**config.mk**
```make
export PLATFORM = sky130hd
export DESIGN_NAME = cw_cell
export DESIGN_NICKNAME = d
export VERILOG_FILES = /design/src/design/assert_macros.svh /design/src/design/cw_pkg.sv /design/src/design/cw_cell.sv
export SDC_FILE = /design/constraint.sdc
export NUM_CORES = 1
export LEC_CHECK = 0
export BUFFER_PORTS_ARGS = -buffer_cell sky130_fd_sc_hd__buf_4
export CORE_UTILIZATION = 58
export CTS_CLUSTER_DIAMETER = 120
export DETAILED_ROUTE_END_ITERATION = 12
export PLACE_DENSITY = 0.92
export SYNTH_ARGS = -nofsm -noshare
export SYNTH_HDL_FRONTEND = slang
export SYNTH_SLANG_ARGS = --single-unit
export TNS_END_PERCENT = 1
```
**constraint.sdc**
```tcl
create_clock -name clk -period 7.13 [get_ports clk]
set_input_delay 1.0695 -clock clk [delete_from_list [all_inputs] [get_ports clk]]
set_output_delay 1.0695 -clock clk [all_outputs]
set_load 0.05 [all_outputs]
```
**src/design/assert_macros.svh**
```systemverilog
// Assertion helpers included by the top-level design file.
`ifndef ASSERT_MACROS_SVH
`define ASSERT_MACROS_SVH

// Same-cycle implication, checked outside reset.
`define CW_ASSERT_IMP(lbl, ante, cons, msg) \
  lbl: assert property (@(posedge clk) disable iff (!rst_n) (ante) |-> (cons)) \
    else $error(msg);

// Next-cycle implication, checked outside reset.
`define CW_ASSERT_NXT(lbl, ante, cons, msg) \
  lbl: assert property (@(posedge clk) disable iff (!rst_n) (ante) |=> (cons)) \
    else $error(msg);

`endif

```
**src/design/cw_pkg.sv**
```systemverilog
`timescale 1ns / 1ps
package cw_pkg;
  localparam int MAX_WIDTH   = 64;
  localparam int MAX_HEIGHT  = 64;
  localparam int MAX_KERNEL  = 5;
  localparam int SAMPLE_BITS = 16;
  localparam int LINE_SLOTS  = MAX_KERNEL - 1;
  localparam int NUM_TAPS    = MAX_KERNEL * MAX_KERNEL;
  localparam int COL_W       = 6;
  localparam int SLOT_W      = 2;
  localparam int PROD_W      = 2 * SAMPLE_BITS;
  localparam int RSUM_W      = PROD_W + 3;
  localparam int VALUE_W     = 40;

  typedef logic signed [SAMPLE_BITS-1:0] sample_t;
  typedef logic signed [PROD_W-1:0]      prod_t;

  // word command codes
  typedef enum logic {
    CMD_WEIGHT = 1'b0,
    CMD_PIXEL  = 1'b1
  } cmd_t;

  // configuration register indexes
  localparam logic [1:0] REG_WIDTH  = 2'd0;
  localparam logic [1:0] REG_HEIGHT = 2'd1;
  localparam logic [1:0] REG_KROWS  = 2'd2;
  localparam logic [1:0] REG_KCOLS  = 2'd3;

  // per-word tag carried down the pipeline
  typedef struct packed {
    logic             emit;
    logic [COL_W-1:0] row;
    logic [COL_W-1:0] col;
    logic             last;
  } meta_t;
endpackage

```
**src/design/cw_cell.sv**
```systemverilog
`timescale 1ns / 1ps
module cw_cell (
  input  logic            clk,
  input  logic            rst_n,
  input  logic            shift_en,
  input  logic            adv,
  input  cw_pkg::sample_t pix_in,
  input  cw_pkg::sample_t weight,
  output cw_pkg::sample_t pix_out,
  output cw_pkg::prod_t   prod
);
  import cw_pkg::*;

  sample_t pix_r;
  prod_t   prod_r;

  // window tap: takes the pixel from its right neighbor
  always_ff @(posedge clk) begin
    if (!rst_n) begin
      pix_r <= '0;
    end else if (shift_en) begin
      pix_r <= pix_in;
    end
  end

  // registered tap product
  always_ff @(posedge clk) begin
    if (adv) prod_r <= pix_r * weight;
  end

  assign pix_out = pix_r;
  assign prod    = prod_r;
endmodule

```
Word level (Yosys, flattened, before mapping)
Cells that the tools add are included.
{"block": "op_classes", "multipliers": 1}
{"op": "$mul A16 B16 Y32", "n": 1}
{"block": "totals", "inputBits": 36, "output_inout_bits": 48, "regBits": 48}

Logic depth before layout (Yosys ltp)
{"block": "logic_depth", "depth_word": 1, "mapped_depth": 22, "mapped_depth_nobuf": 21}

Least setup slack after synthesis
Ideal clock, no wire load.
{"block": "synth_path", "kind": "input-to-reg", "from": "input weight[1]", "to": "register prod_r[30], in the netlist prod[30], data pin", "setup_ns": 0.258, "arrival_ns": 6.528, "t_required_ns": 6.872, "cell_stages": 20, "slack_ns": 0.345, "path_cell_list": "clkbuf_1 -> nand2_1 -> inv_1 -> fa_1 -> fa_1 -> fa_1 -> fa_1 -> fa_1 -> inv_1 -> fa_1 -> inv_1 -> ha_1 -> clkbuf_1 -> nand2_1 -> o31a_1 -> o21ai_0 -> nor3_1 -> o41ai_1 -> a21oi_1 -> xnor2_1"}
{"block": "synth_via", "elab_chain_len": 1}
{"item": "start: declaration", "line_no": "cw_cell.sv:8", "text": "input cw_pkg::sample_t weight,"}
{"item": "$mul A16 B16 Y32", "line_no": "cw_cell.sv:28", "text": "if (adv) prod_r <= pix_r * weight;"}
{"item": "end signal: assignment", "line_no": "cw_cell.sv:28"}
{"item": "end: declaration", "line_no": "cw_cell.sv:15", "text": "prod_t prod_r;"}
No other way between the ends.
A chain may end at the register's enable or synchronous reset.

Worst setup path in the final report
{"block": "layout_path", "from": "input weight[2]", "to": "register prod_r[30], in the netlist prod[30], data pin"}
Same word-level chain as after synthesis.

==> results.yml <==
status:
  status: "complete, no violations"
critical_path:
  worst-setup-path-type: "primary input to flop"
  timing.rr.end: "prod[30]"
  worstRegToRegCells: 20
  crit_path_max_fanout: 16
  cp.required_ns: 7.19
  cp-start-kind: "primary input"
  worstReg2RegStart: "pix_out[5]"
  arrival_ns: 6.94
  crit_path_end_kind: "flop"
  rrSetupSlack_ns: 0.41
synthesis:
  synth-seq-cells: 48
  yosys_warnings: 0
  synth_area_sq_mm: 0.0113
  ys_top_cells_by_count: "inv_1 (293), fa_1 (262), nand2_1 (125), and2_1 (123), ha_1 (82)"
  synth.top_cell.area_share_pct: 46.4
  ys.flop_type: "edfxtp_1"
  synth_edf_count: 32
  async_flop_share_pct: 0
  synthTopCellsByArea: "fa_1 (46%), inv_1 (9.7%), ha_1 (9.1%), edfxtp_1 (8.5%), and2_1 (6.8%)"
  synth_largest_area_cell: "fa_1"
  seq_area_frac_synth_pct: 11.3
  avgSynthCellArea_sq_um: 9.77
  synth_nets: 1538
  postSynthCellCount: 1158
  synth.most_common_cell: "inv_1"
  synth_cell_types: 42
clock_network:
  clock_path_buffers: 2
  postCtsSetupBuffers: 0
  clkTransAtPathRegs_ns: 0.07
  hold_buffers: 0
  cts_tree: "yes"
  clk_latency_ns: 0.30
  cts-resized-gates: 0
  numCtsBuffers: 5
  cts.sinks: 48
  htreeDepth: 2
  cts-root-buf: "clkbuf_16"
global_route:
  overflow: 0
  grt_pass1_vias: 9538
  grt_first_pass_wirelength_mm: 46.4
  antenna_found_initial: 0
  grt_util_all_layers_pct: 30.7
  grt_max_degree: 33
placement:
  gp_congestion: 0.894
  dpl_cell_area_sq_mm: 0.0123
  place_inst: 1487
  portBuffers: 83
  dp_slack_ns: -0.0350
  hpwlAfterDp_mm: 23.0
sta:
  setup_violations: 0
  fin_skew_ns: 0.00434
  fin_setup_tns_ns: 0
  rsz0062_at_grt: "no"
  maxSlewViolCount: 0
  final.min_clock_period_ns: 6.88
  relSlewSlack_pct: 41.9
  fin_hold_ws_ns: 0.549
  fin_ws_ns: 0.251
  tightest_slew_ns: 0.870
  max_freq_ghz: 0.145
  fin_crit_sh_pct: 96.5
  hold_viol_final: 0
floorplanning:
  initial_core_util_pct: 59.9
  die_w_um: 142
  die_h_um: 142
  die_area_sq_mm: 0.0201
  core-area_sq_mm: 0.0189
  ioPinCount: 84
  fp-row-count: 50
pwr:
  p_leak_nw: 6.42
  p_per_area_mw_per_mm2: 349
  ir_drop_uv: 538
  p_total_mw: 4.36
worst_hold_path:
  holdPathStages: 2
  hold_class: "flop to flop"
  hp-start: "pix_out[15]"
  hold_end: "pix_out[15]"
routing:
  drtAntennaViolNets: 0
  via_count: 8443
  wl_per_cell_um: 19.2
  drt_iter0_markers: 705
  drc: 0
  avgViaCountPerCell: 5.65
  first_pass_iters: 5
  postRouteWirelength_mm: 28.7
final_layout:
  nets: 1614
  syn2layout_area_growth_pct: 10.2
  drive_gt1_share_pct: 9.80
  final_area_sq_mm: 0.0125
  final_util_pct: 66.0
  post_layout_nonfiller_instances: 1495
  n_antenna_cell: 0
run:
  maxCapViolations: 0
[worst max-delay path by stage]
| stage | start | endpoint | cells after the start |
|---|---|---|---|
| 3_5_place_dp | weight[1] | prod[30] | 20 |
| 3_3_place_gp | weight[1] | prod[30] | 20 |
| 5_1_grt | weight[1] | prod[30] | 20 |
| 6_report | weight[2] | prod[30] | 21 |
| 2_1_floorplan | weight[1] | prod[30] | 20 |
| 4_1_cts | weight[1] | prod[30] | 20 |
[cells in the final DEF, fill, tap and decap left out, drive strengths merged, types with 2 or more instances in the layout]
master  count
mux2i      16
a211oi      6
clkbuf      8
nor3        6
nand2     125
or3         4
xor2        8
nand2b      4
o21bai      4
inv       293
a21oi      20
buf       105
nor2b      17
fa        262
ha         82
o21ai      14
nor2       29
a21o        7
dfxtp      16
edfxtp     32
nand3       5
and2      123
xnor2      29
o21a        2
o41ai       2
nand4       3
[state kept, by name (all words and copies together), names as in the netlist]
name and cells:
prod 32, pix_out 16
[critical path, cell delays in order]
cell	delay [ns]
buf_4	0.18
and2_1	0.20
fa_1	0.55
inv_1	0.08
fa_1	0.52
fa_1	0.52
inv_1	0.06
fa_1	0.47
fa_1	0.52
inv_1	0.05
fa_1	0.52
inv_1	0.07
ha_1	0.34
and2_1	0.27
and3_1	0.21
o21ai_0	0.12
a31oi_1	0.40
nor3_1	0.16
o41ai_1	0.37
a21oi_1	0.13
xnor2_1	0.13
[cells by family after synthesis]
logic type | Yosys count | share of synthesized area (%)
simple gates | 319 | 14.2
flops | 48 | 11.3
xor+xnor | 37 | 2.87
mux | 16 | 1.42
fa+ha+maj | 344 | 55.5
compound gates | 65 | 3.83
buf+inv | 329 | 10.9
[power by group]
part	internal [mW]	switching (mW)	total [mW]	leakage (nW)
Clock	0.171	0.113	0.284	0.0883
Combinational	1.38	2.12	3.50	5.88
Sequential	0.520	0.0523	0.572	0.449
Total	2.07	2.29	4.36	6.42
[per-layer routing]
| layer | part of all wire [%] | routed length (um) | GRT usage (%) |
|---|---|---|---|
| met3 | 7.2 | 2070 | 4.42 |
| met4 | 7.6 | 2190 | 20.4 |
| met2 | 52 | 15000 | 55.7 |
| met1 | 33 | 9430 | 33.4 |
| met5 | 0 | 0 | 0 |
[cell type report]
type                    instances  area (sq um)
multi-input cells             781          8790
fillers                      1332          6430
flip-flops and latches         48          1280
inverters                     293          1100
repair buffers                105           788
well taps                     260           325
clock buffers                   8           178
(Power assumes the default switching activity.)
