**src/design/assert_macros.svh**
```systemverilog
// Assertion helpers included by the top-level design file.
`ifndef ASSERT_MACROS_SVH
`define ASSERT_MACROS_SVH

// Same-cycle implication, checked outside reset.
`define CW_ASSERT_IMP(lbl, ante, cons, msg) \
  lbl: assert property (@(posedge clk) disable iff (!rst_n) (ante) |-> (cons)) \
    else $error(msg);

// Next-cycle implication, checked outside reset.
`define CW_ASSERT_NXT(lbl, ante, cons, msg) \
  lbl: assert property (@(posedge clk) disable iff (!rst_n) (ante) |=> (cons)) \
    else $error(msg);

`endif

```
**src/design/cw_pkg.sv**
```systemverilog
`timescale 1ns / 1ps
package cw_pkg;
  localparam int MAX_WIDTH   = 64;
  localparam int MAX_HEIGHT  = 64;
  localparam int MAX_KERNEL  = 5;
  localparam int SAMPLE_BITS = 16;
  localparam int LINE_SLOTS  = MAX_KERNEL - 1;
  localparam int NUM_TAPS    = MAX_KERNEL * MAX_KERNEL;
  localparam int COL_W       = 6;
  localparam int SLOT_W      = 2;
  localparam int PROD_W      = 2 * SAMPLE_BITS;
  localparam int RSUM_W      = PROD_W + 3;
  localparam int VALUE_W     = 40;

  typedef logic signed [SAMPLE_BITS-1:0] sample_t;
  typedef logic signed [PROD_W-1:0]      prod_t;

  // word command codes
  typedef enum logic {
    CMD_WEIGHT = 1'b0,
    CMD_PIXEL  = 1'b1
  } cmd_t;

  // configuration register indexes
  localparam logic [1:0] REG_WIDTH  = 2'd0;
  localparam logic [1:0] REG_HEIGHT = 2'd1;
  localparam logic [1:0] REG_KROWS  = 2'd2;
  localparam logic [1:0] REG_KCOLS  = 2'd3;

  // per-word tag carried down the pipeline
  typedef struct packed {
    logic             emit;
    logic [COL_W-1:0] row;
    logic [COL_W-1:0] col;
    logic             last;
  } meta_t;
endpackage

```
**src/design/cw_line_buf.sv**
```systemverilog
`timescale 1ns / 1ps
module cw_line_buf (
  input  logic                                   clk,
  input  logic                                   rd_en,
  input  logic [cw_pkg::COL_W-1:0]               addr,
  input  logic                                   wr_en,
  input  logic [cw_pkg::SLOT_W-1:0]              wr_slot,
  input  cw_pkg::sample_t                        wr_data,
  output cw_pkg::sample_t [cw_pkg::LINE_SLOTS-1:0] rd_data
);
  import cw_pkg::*;

  // one bank per stored row, read-first
  for (genvar b = 0; b < LINE_SLOTS; b++) begin : g_bank
    sample_t mem [MAX_WIDTH];
    sample_t rd_r;
    always_ff @(posedge clk) begin
      if (rd_en) rd_r <= mem[addr];
      if (wr_en && (wr_slot == SLOT_W'(b))) mem[addr] <= wr_data;
    end
    assign rd_data[b] = rd_r;
  end
endmodule

```
**config.mk**
```make
export PLATFORM = sky130hd
export DESIGN_NAME = cw_line_buf
export DESIGN_NICKNAME = d
export VERILOG_FILES = /design/src/design/assert_macros.svh /design/src/design/cw_pkg.sv /design/src/design/cw_line_buf.sv
export SDC_FILE = /design/constraint.sdc
export NUM_CORES = 2
export LEC_CHECK = 0
export BUFFER_PORTS_ARGS = -buffer_cell sky130_fd_sc_hd__buf_2
export CAP_MARGIN = 20
export CORE_ASPECT_RATIO = 0.75
export CORE_UTILIZATION = 35
export DETAILED_ROUTE_END_ITERATION = 8
export SLEW_MARGIN = 10
export SYNTH_ARGS = -nofsm -noshare
export SYNTH_HDL_FRONTEND = slang
export SYNTH_SLANG_ARGS = --single-unit
```
**constraint.sdc**
```tcl
create_clock -name clk -period 2.47 [get_ports clk]
set_clock_uncertainty 0.15 [all_clocks]
set_input_delay 0 -clock clk [delete_from_list [all_inputs] [get_ports clk]]
set_output_delay 0 -clock clk [all_outputs]
set_load 0.005 [all_outputs]
```
# == Word-level counts from Yosys, hierarchy flattened ==
# Memories as Yosys holds them, arrays and structs flattened. A register that Yosys moved wholly into a read port is not among the register bits.
# Cells that the tools add are included.
# word_totals
ff_bits,0
mem_bits_rw,4096
wordCells,20
memories,4
# classes
eq_ne,3
n_mux,8
reduce_logical,5
# memory_table
name,words,word_bits,rd,rd_ports_with_merged_regs,wr,line,source
g_bank[0].mem,64,16,1,1,1,cw_line_buf.sv:15,sample_t mem [MAX_WIDTH];
g_bank[1].mem,64,16,1,1,1,cw_line_buf.sv:15,
g_bank[2].mem,64,16,1,1,1,cw_line_buf.sv:15,
g_bank[3].mem,64,16,1,1,1,cw_line_buf.sv:15,
# op_table
op,n
two-way mux 1 bit,8
equality test 2 bit (second input constant),2
logical AND 1 bit,4
equality test 2 x 1 -> 1 bit (second input constant),1
zero test 2 bit,1

# == Longest topological paths before layout ==
# depth
word_depth,4
depth_mapped,12
ltp_nobuf,6

# == Worst setup path before layout ==
# No wires, ideal clock.
# synth_timing
kind,input -> register
from,in addr[2] (netlist name)
to,mem g_bank[3].mem[50][0] (netlist name) (enable)
setup_ps,388
t_arrival_ps,2082
setup_slack_ps,-150
cell_stages,8
path_buffers,5
path_cell_list,buf_4 > buf_6 > buf_4 > nor2_1 > clkbuf_1 > buf_1 > nand2_1 > nor2_1
# synth_rtl
item,line,source
start: declaration,cw_line_buf.sv:5,"input logic [cw_pkg::COL_W-1:0] addr,"
end: declaration,cw_line_buf.sv:15,
# Straight into the memory's write port.

==> summary.txt <==
initial antenna violation count: 53
initial DRC count: 16600
Post-Route WL: 535 mm
count of cell types in the netlist: 52
IO Port Bufs: 90
min-delay worst type: in2reg
Initial Utilization: 0.352
Worst EP required: 3.00 ns
DP HPWL: 351 mm
CTS buffer count: 375
global route overflow: 0
CTS HTree Levels: 5
post-CTS setup buffer count: 0
Area Overhead vs Synth: 21.6%
Mapped Area: 0.157 mm²
CP max stage cell: dlygate4sd3_1
IO Pins: 91
Fmax achieved: 0.396 GHz
Buffers & Inverters on Critical Path: 5
Worst-Margin Slew: 1.14 ns
remaining antenna violation count: 0
post-place setup slack: -0.888 ns
GRT Total Usage: 0.229
layout cells sized above 1: 0.224
Slew headroom: 0.235
post-layout minimum cycle time: 2.52 ns
first-pass GRT wire length: 735 mm
reg2reg setup slack: -0.01 ns
Synth top area share: 0.797
ranking of synthesized cells by area: edfxtp_1, a221oi_1, a22oi_1, mux2i_1, nor2_1
failing checks: setup timing
FF-to-FF path depth: 6
CP endpoint: g_bank[1].rd_r[15]
Reg clk slew, reported paths: 0.07 ns
Site Rows: 212
RSZ-0062 raised after global routing: true
period utilization: 1.02
DRT Pass-1 Iters: 6
sequential area share after synthesis: 0.797
status: complete, but fails checks
Most used DFF post-synth: edfxtp_1
clock root buffer: clkbuf_16
routed vias/inst: 6.03
crit path from: addr[5]
worst-path cell chain: dlygate4sd3_1, buf_2, buf_4, nand2_1, or2_2, buf_4, nor3_1, nor4_2, nand2_1, buf_12, a211o_1
Placer Congestion: 0.940
drt drc: 0
final setup slack of the worst path: -0.0540 ns
Fin. Hold Viols: 0
crit path DAT: 3.06 ns
Crit path largest cell delay: 0.53 ns
total nets after synthesis: 8891
Yosys top cell by area: edfxtp_1
crit end category: flip-flop
reg2reg end: g_bank[0].rd_r[10]
Pins Over Slew Limit: 0
NumNets Final: 9973
filler cell count: 38200
Fin Setup TNS: -0.0881 ns
Worst Setup Path Type: in2reg
Async S/R FF share, synth: 0
Leakage: 0.0609 µW
Design Area, Final: 0.191 mm²
Max Cap Viol: 0
Hold Startpoint: wr_data[8]
CP top delay family: buffers and inverters
crit path max fanout: 15
routed len/inst: 33.1 µm
fin util: 0.428
Critical R2R Launch: g_bank[0].mem[37][10]
Clock Path Buffers: 4
latest clock arrival within the worst-skew pair: 0.97 ns
die height: 582 µm
Hold Crit Depth: 3
Chip Width: 775 µm
TritonCTS clock tree: built
WP depth: 11
Avg Cell Area, Syn: 17.7 µm²
largest net degree at the start of global routing: 114
cell count after synthesis: 8864
vias in the first global route: 91700
full die area: 0.451 mm²
vias: 97300
Core ar.: 0.445 mm²
type of origin of the critical path: input port
final setup violation count: 4
Ys Warns: 0
number of flops mapped to enable cells by yosys: 4160
peak supply drop: 0.000660 V
flops & latches, synth: 4160
Clock Sinks: 4160
placed inst area: 0.177 mm²
PwrDens: 771 mW/mm²
[worst min-delay path by stage]
stage                                 end  slack (ns)
CTS                 g_bank[2].mem[46][10]       0.001
detailed placement  g_bank[2].mem[43][11]        0.23
global placement    g_bank[2].mem[43][11]        0.22
finish               g_bank[2].mem[42][8]        0.04
global route        g_bank[2].mem[59][13]        0.04
floorplan             g_bank[0].mem[0][0]       -0.05
[area by class of cell]
type | count | area (µm²) | share of cell area
Tap cell | 5885 | 7360 | 0.0386
Sequential cell | 4160 | 125000 | 0.655
Clock buffer | 438 | 9680 | 0.0508
Clock inverter | 237 | 2500 | 0.0131
Timing Repair Buffer | 1392 | 16300 | 0.0856
Inverter | 2 | 22.5 | 0.000118
Antenna cell | 18 | 45.0 | 0.000236
Multi-Input combinational cell | 4015 | 29900 | 0.157
[power breakdown]
part | switching (µW) | internal, µW
Clock | 26400 | 32800
Combinational | 6470 | 3180
Sequential | 310 | 77900
[routing by layer]
| layer | up-vias | GRT usage | part of all wire |
|---|---|---|---|
| li1 | 39100 | - | - |
| met1 | 50200 | 0.333 | 0.40 |
| met2 | 7028 | 0.323 | 0.42 |
| met3 | 932 | 0.0746 | 0.14 |
| met4 | 24 | 0.0734 | 0.035 |
| met5 | - | 0.00350 | 0.00094 |
[worst register-to-register path, cell delays in order, from the launching register on]
cell      delay, ns
edfxtp_1       0.36
a22oi_1        0.23
o22ai_1        0.18
nor4_4         0.54
buf_4          0.24
o221ai_1       0.12
or4_1          0.43
[Yosys cell counts, types with 15 or more instances]
cell      number
nand3b_1      29
a22o_1        39
mux2i_1      411
mux2_2        92
buf_1         65
nor4_1        31
edfxtp_1    4160
a22oi_1      747
buf_4         26
a211o_1       29
o221ai_1      36
nand3_1       31
nor3_1        15
clkbuf_1     424
o211ai_1      83
a222oi_1      30
nor2_1       601
or4_1         28
mux4_2        66
a31oi_1       34
o22ai_1      355
nand2_1      183
a21oi_1      131
o22a_1        27
buf_2        163
o21ai_0      269
or3_1         32
a221oi_1     659
[cells by family (layout without fill, tap and decap cells)]
family,Yosys count,after routing,share of synthesized area
other cells,0,18,0
buf+inv,689,2069,0.0188
compound gates,2452,2452,0.115
simple gates,994,994,0.0273
mux,569,569,0.0423
flops,4160,4160,0.797
[placed cells by master (no fill, tap or decap), types with 85 or more instances in the layout]
cell       count
nor2_1       451
o22ai_1      348
mux2_2        92
clkbuf_16    378
nor2_2       143
clkinv_2      85
o21ai_0      251
edfxtp_1    4160
a22oi_1      735
mux2i_1      407
nand2_1      180
buf_12       460
a21oi_1      131
a221oi_1     658
buf_4        795
[registers in the layout, summed over array words and instances (netlist names)]
register and count:
g_bank.mem 4096, g_bank.rd_r 64
[what timing repair did]
action,in CTS,in global routing
resized for setup,39,44
endpoints found under the setup margin,21,30
hold buffers,53,0
hold endpoints to repair,5387,0
pin swaps,13,10
[per-stage QoR]
stage / cells / total power (µW) / hold slack [ns]
floorplan: 8864 / 83100 / -0.0511
global placement: 15400 / 88800 / 0.219
detailed placement: 15400 / 88900 / 0.226
CTS: 16100 / 147000 / 0.00113
global route: 16100 / 150000 / 0.0419
finish: 16100 / 147000 / 0.0396
Power figures use the tool's default switching activity.
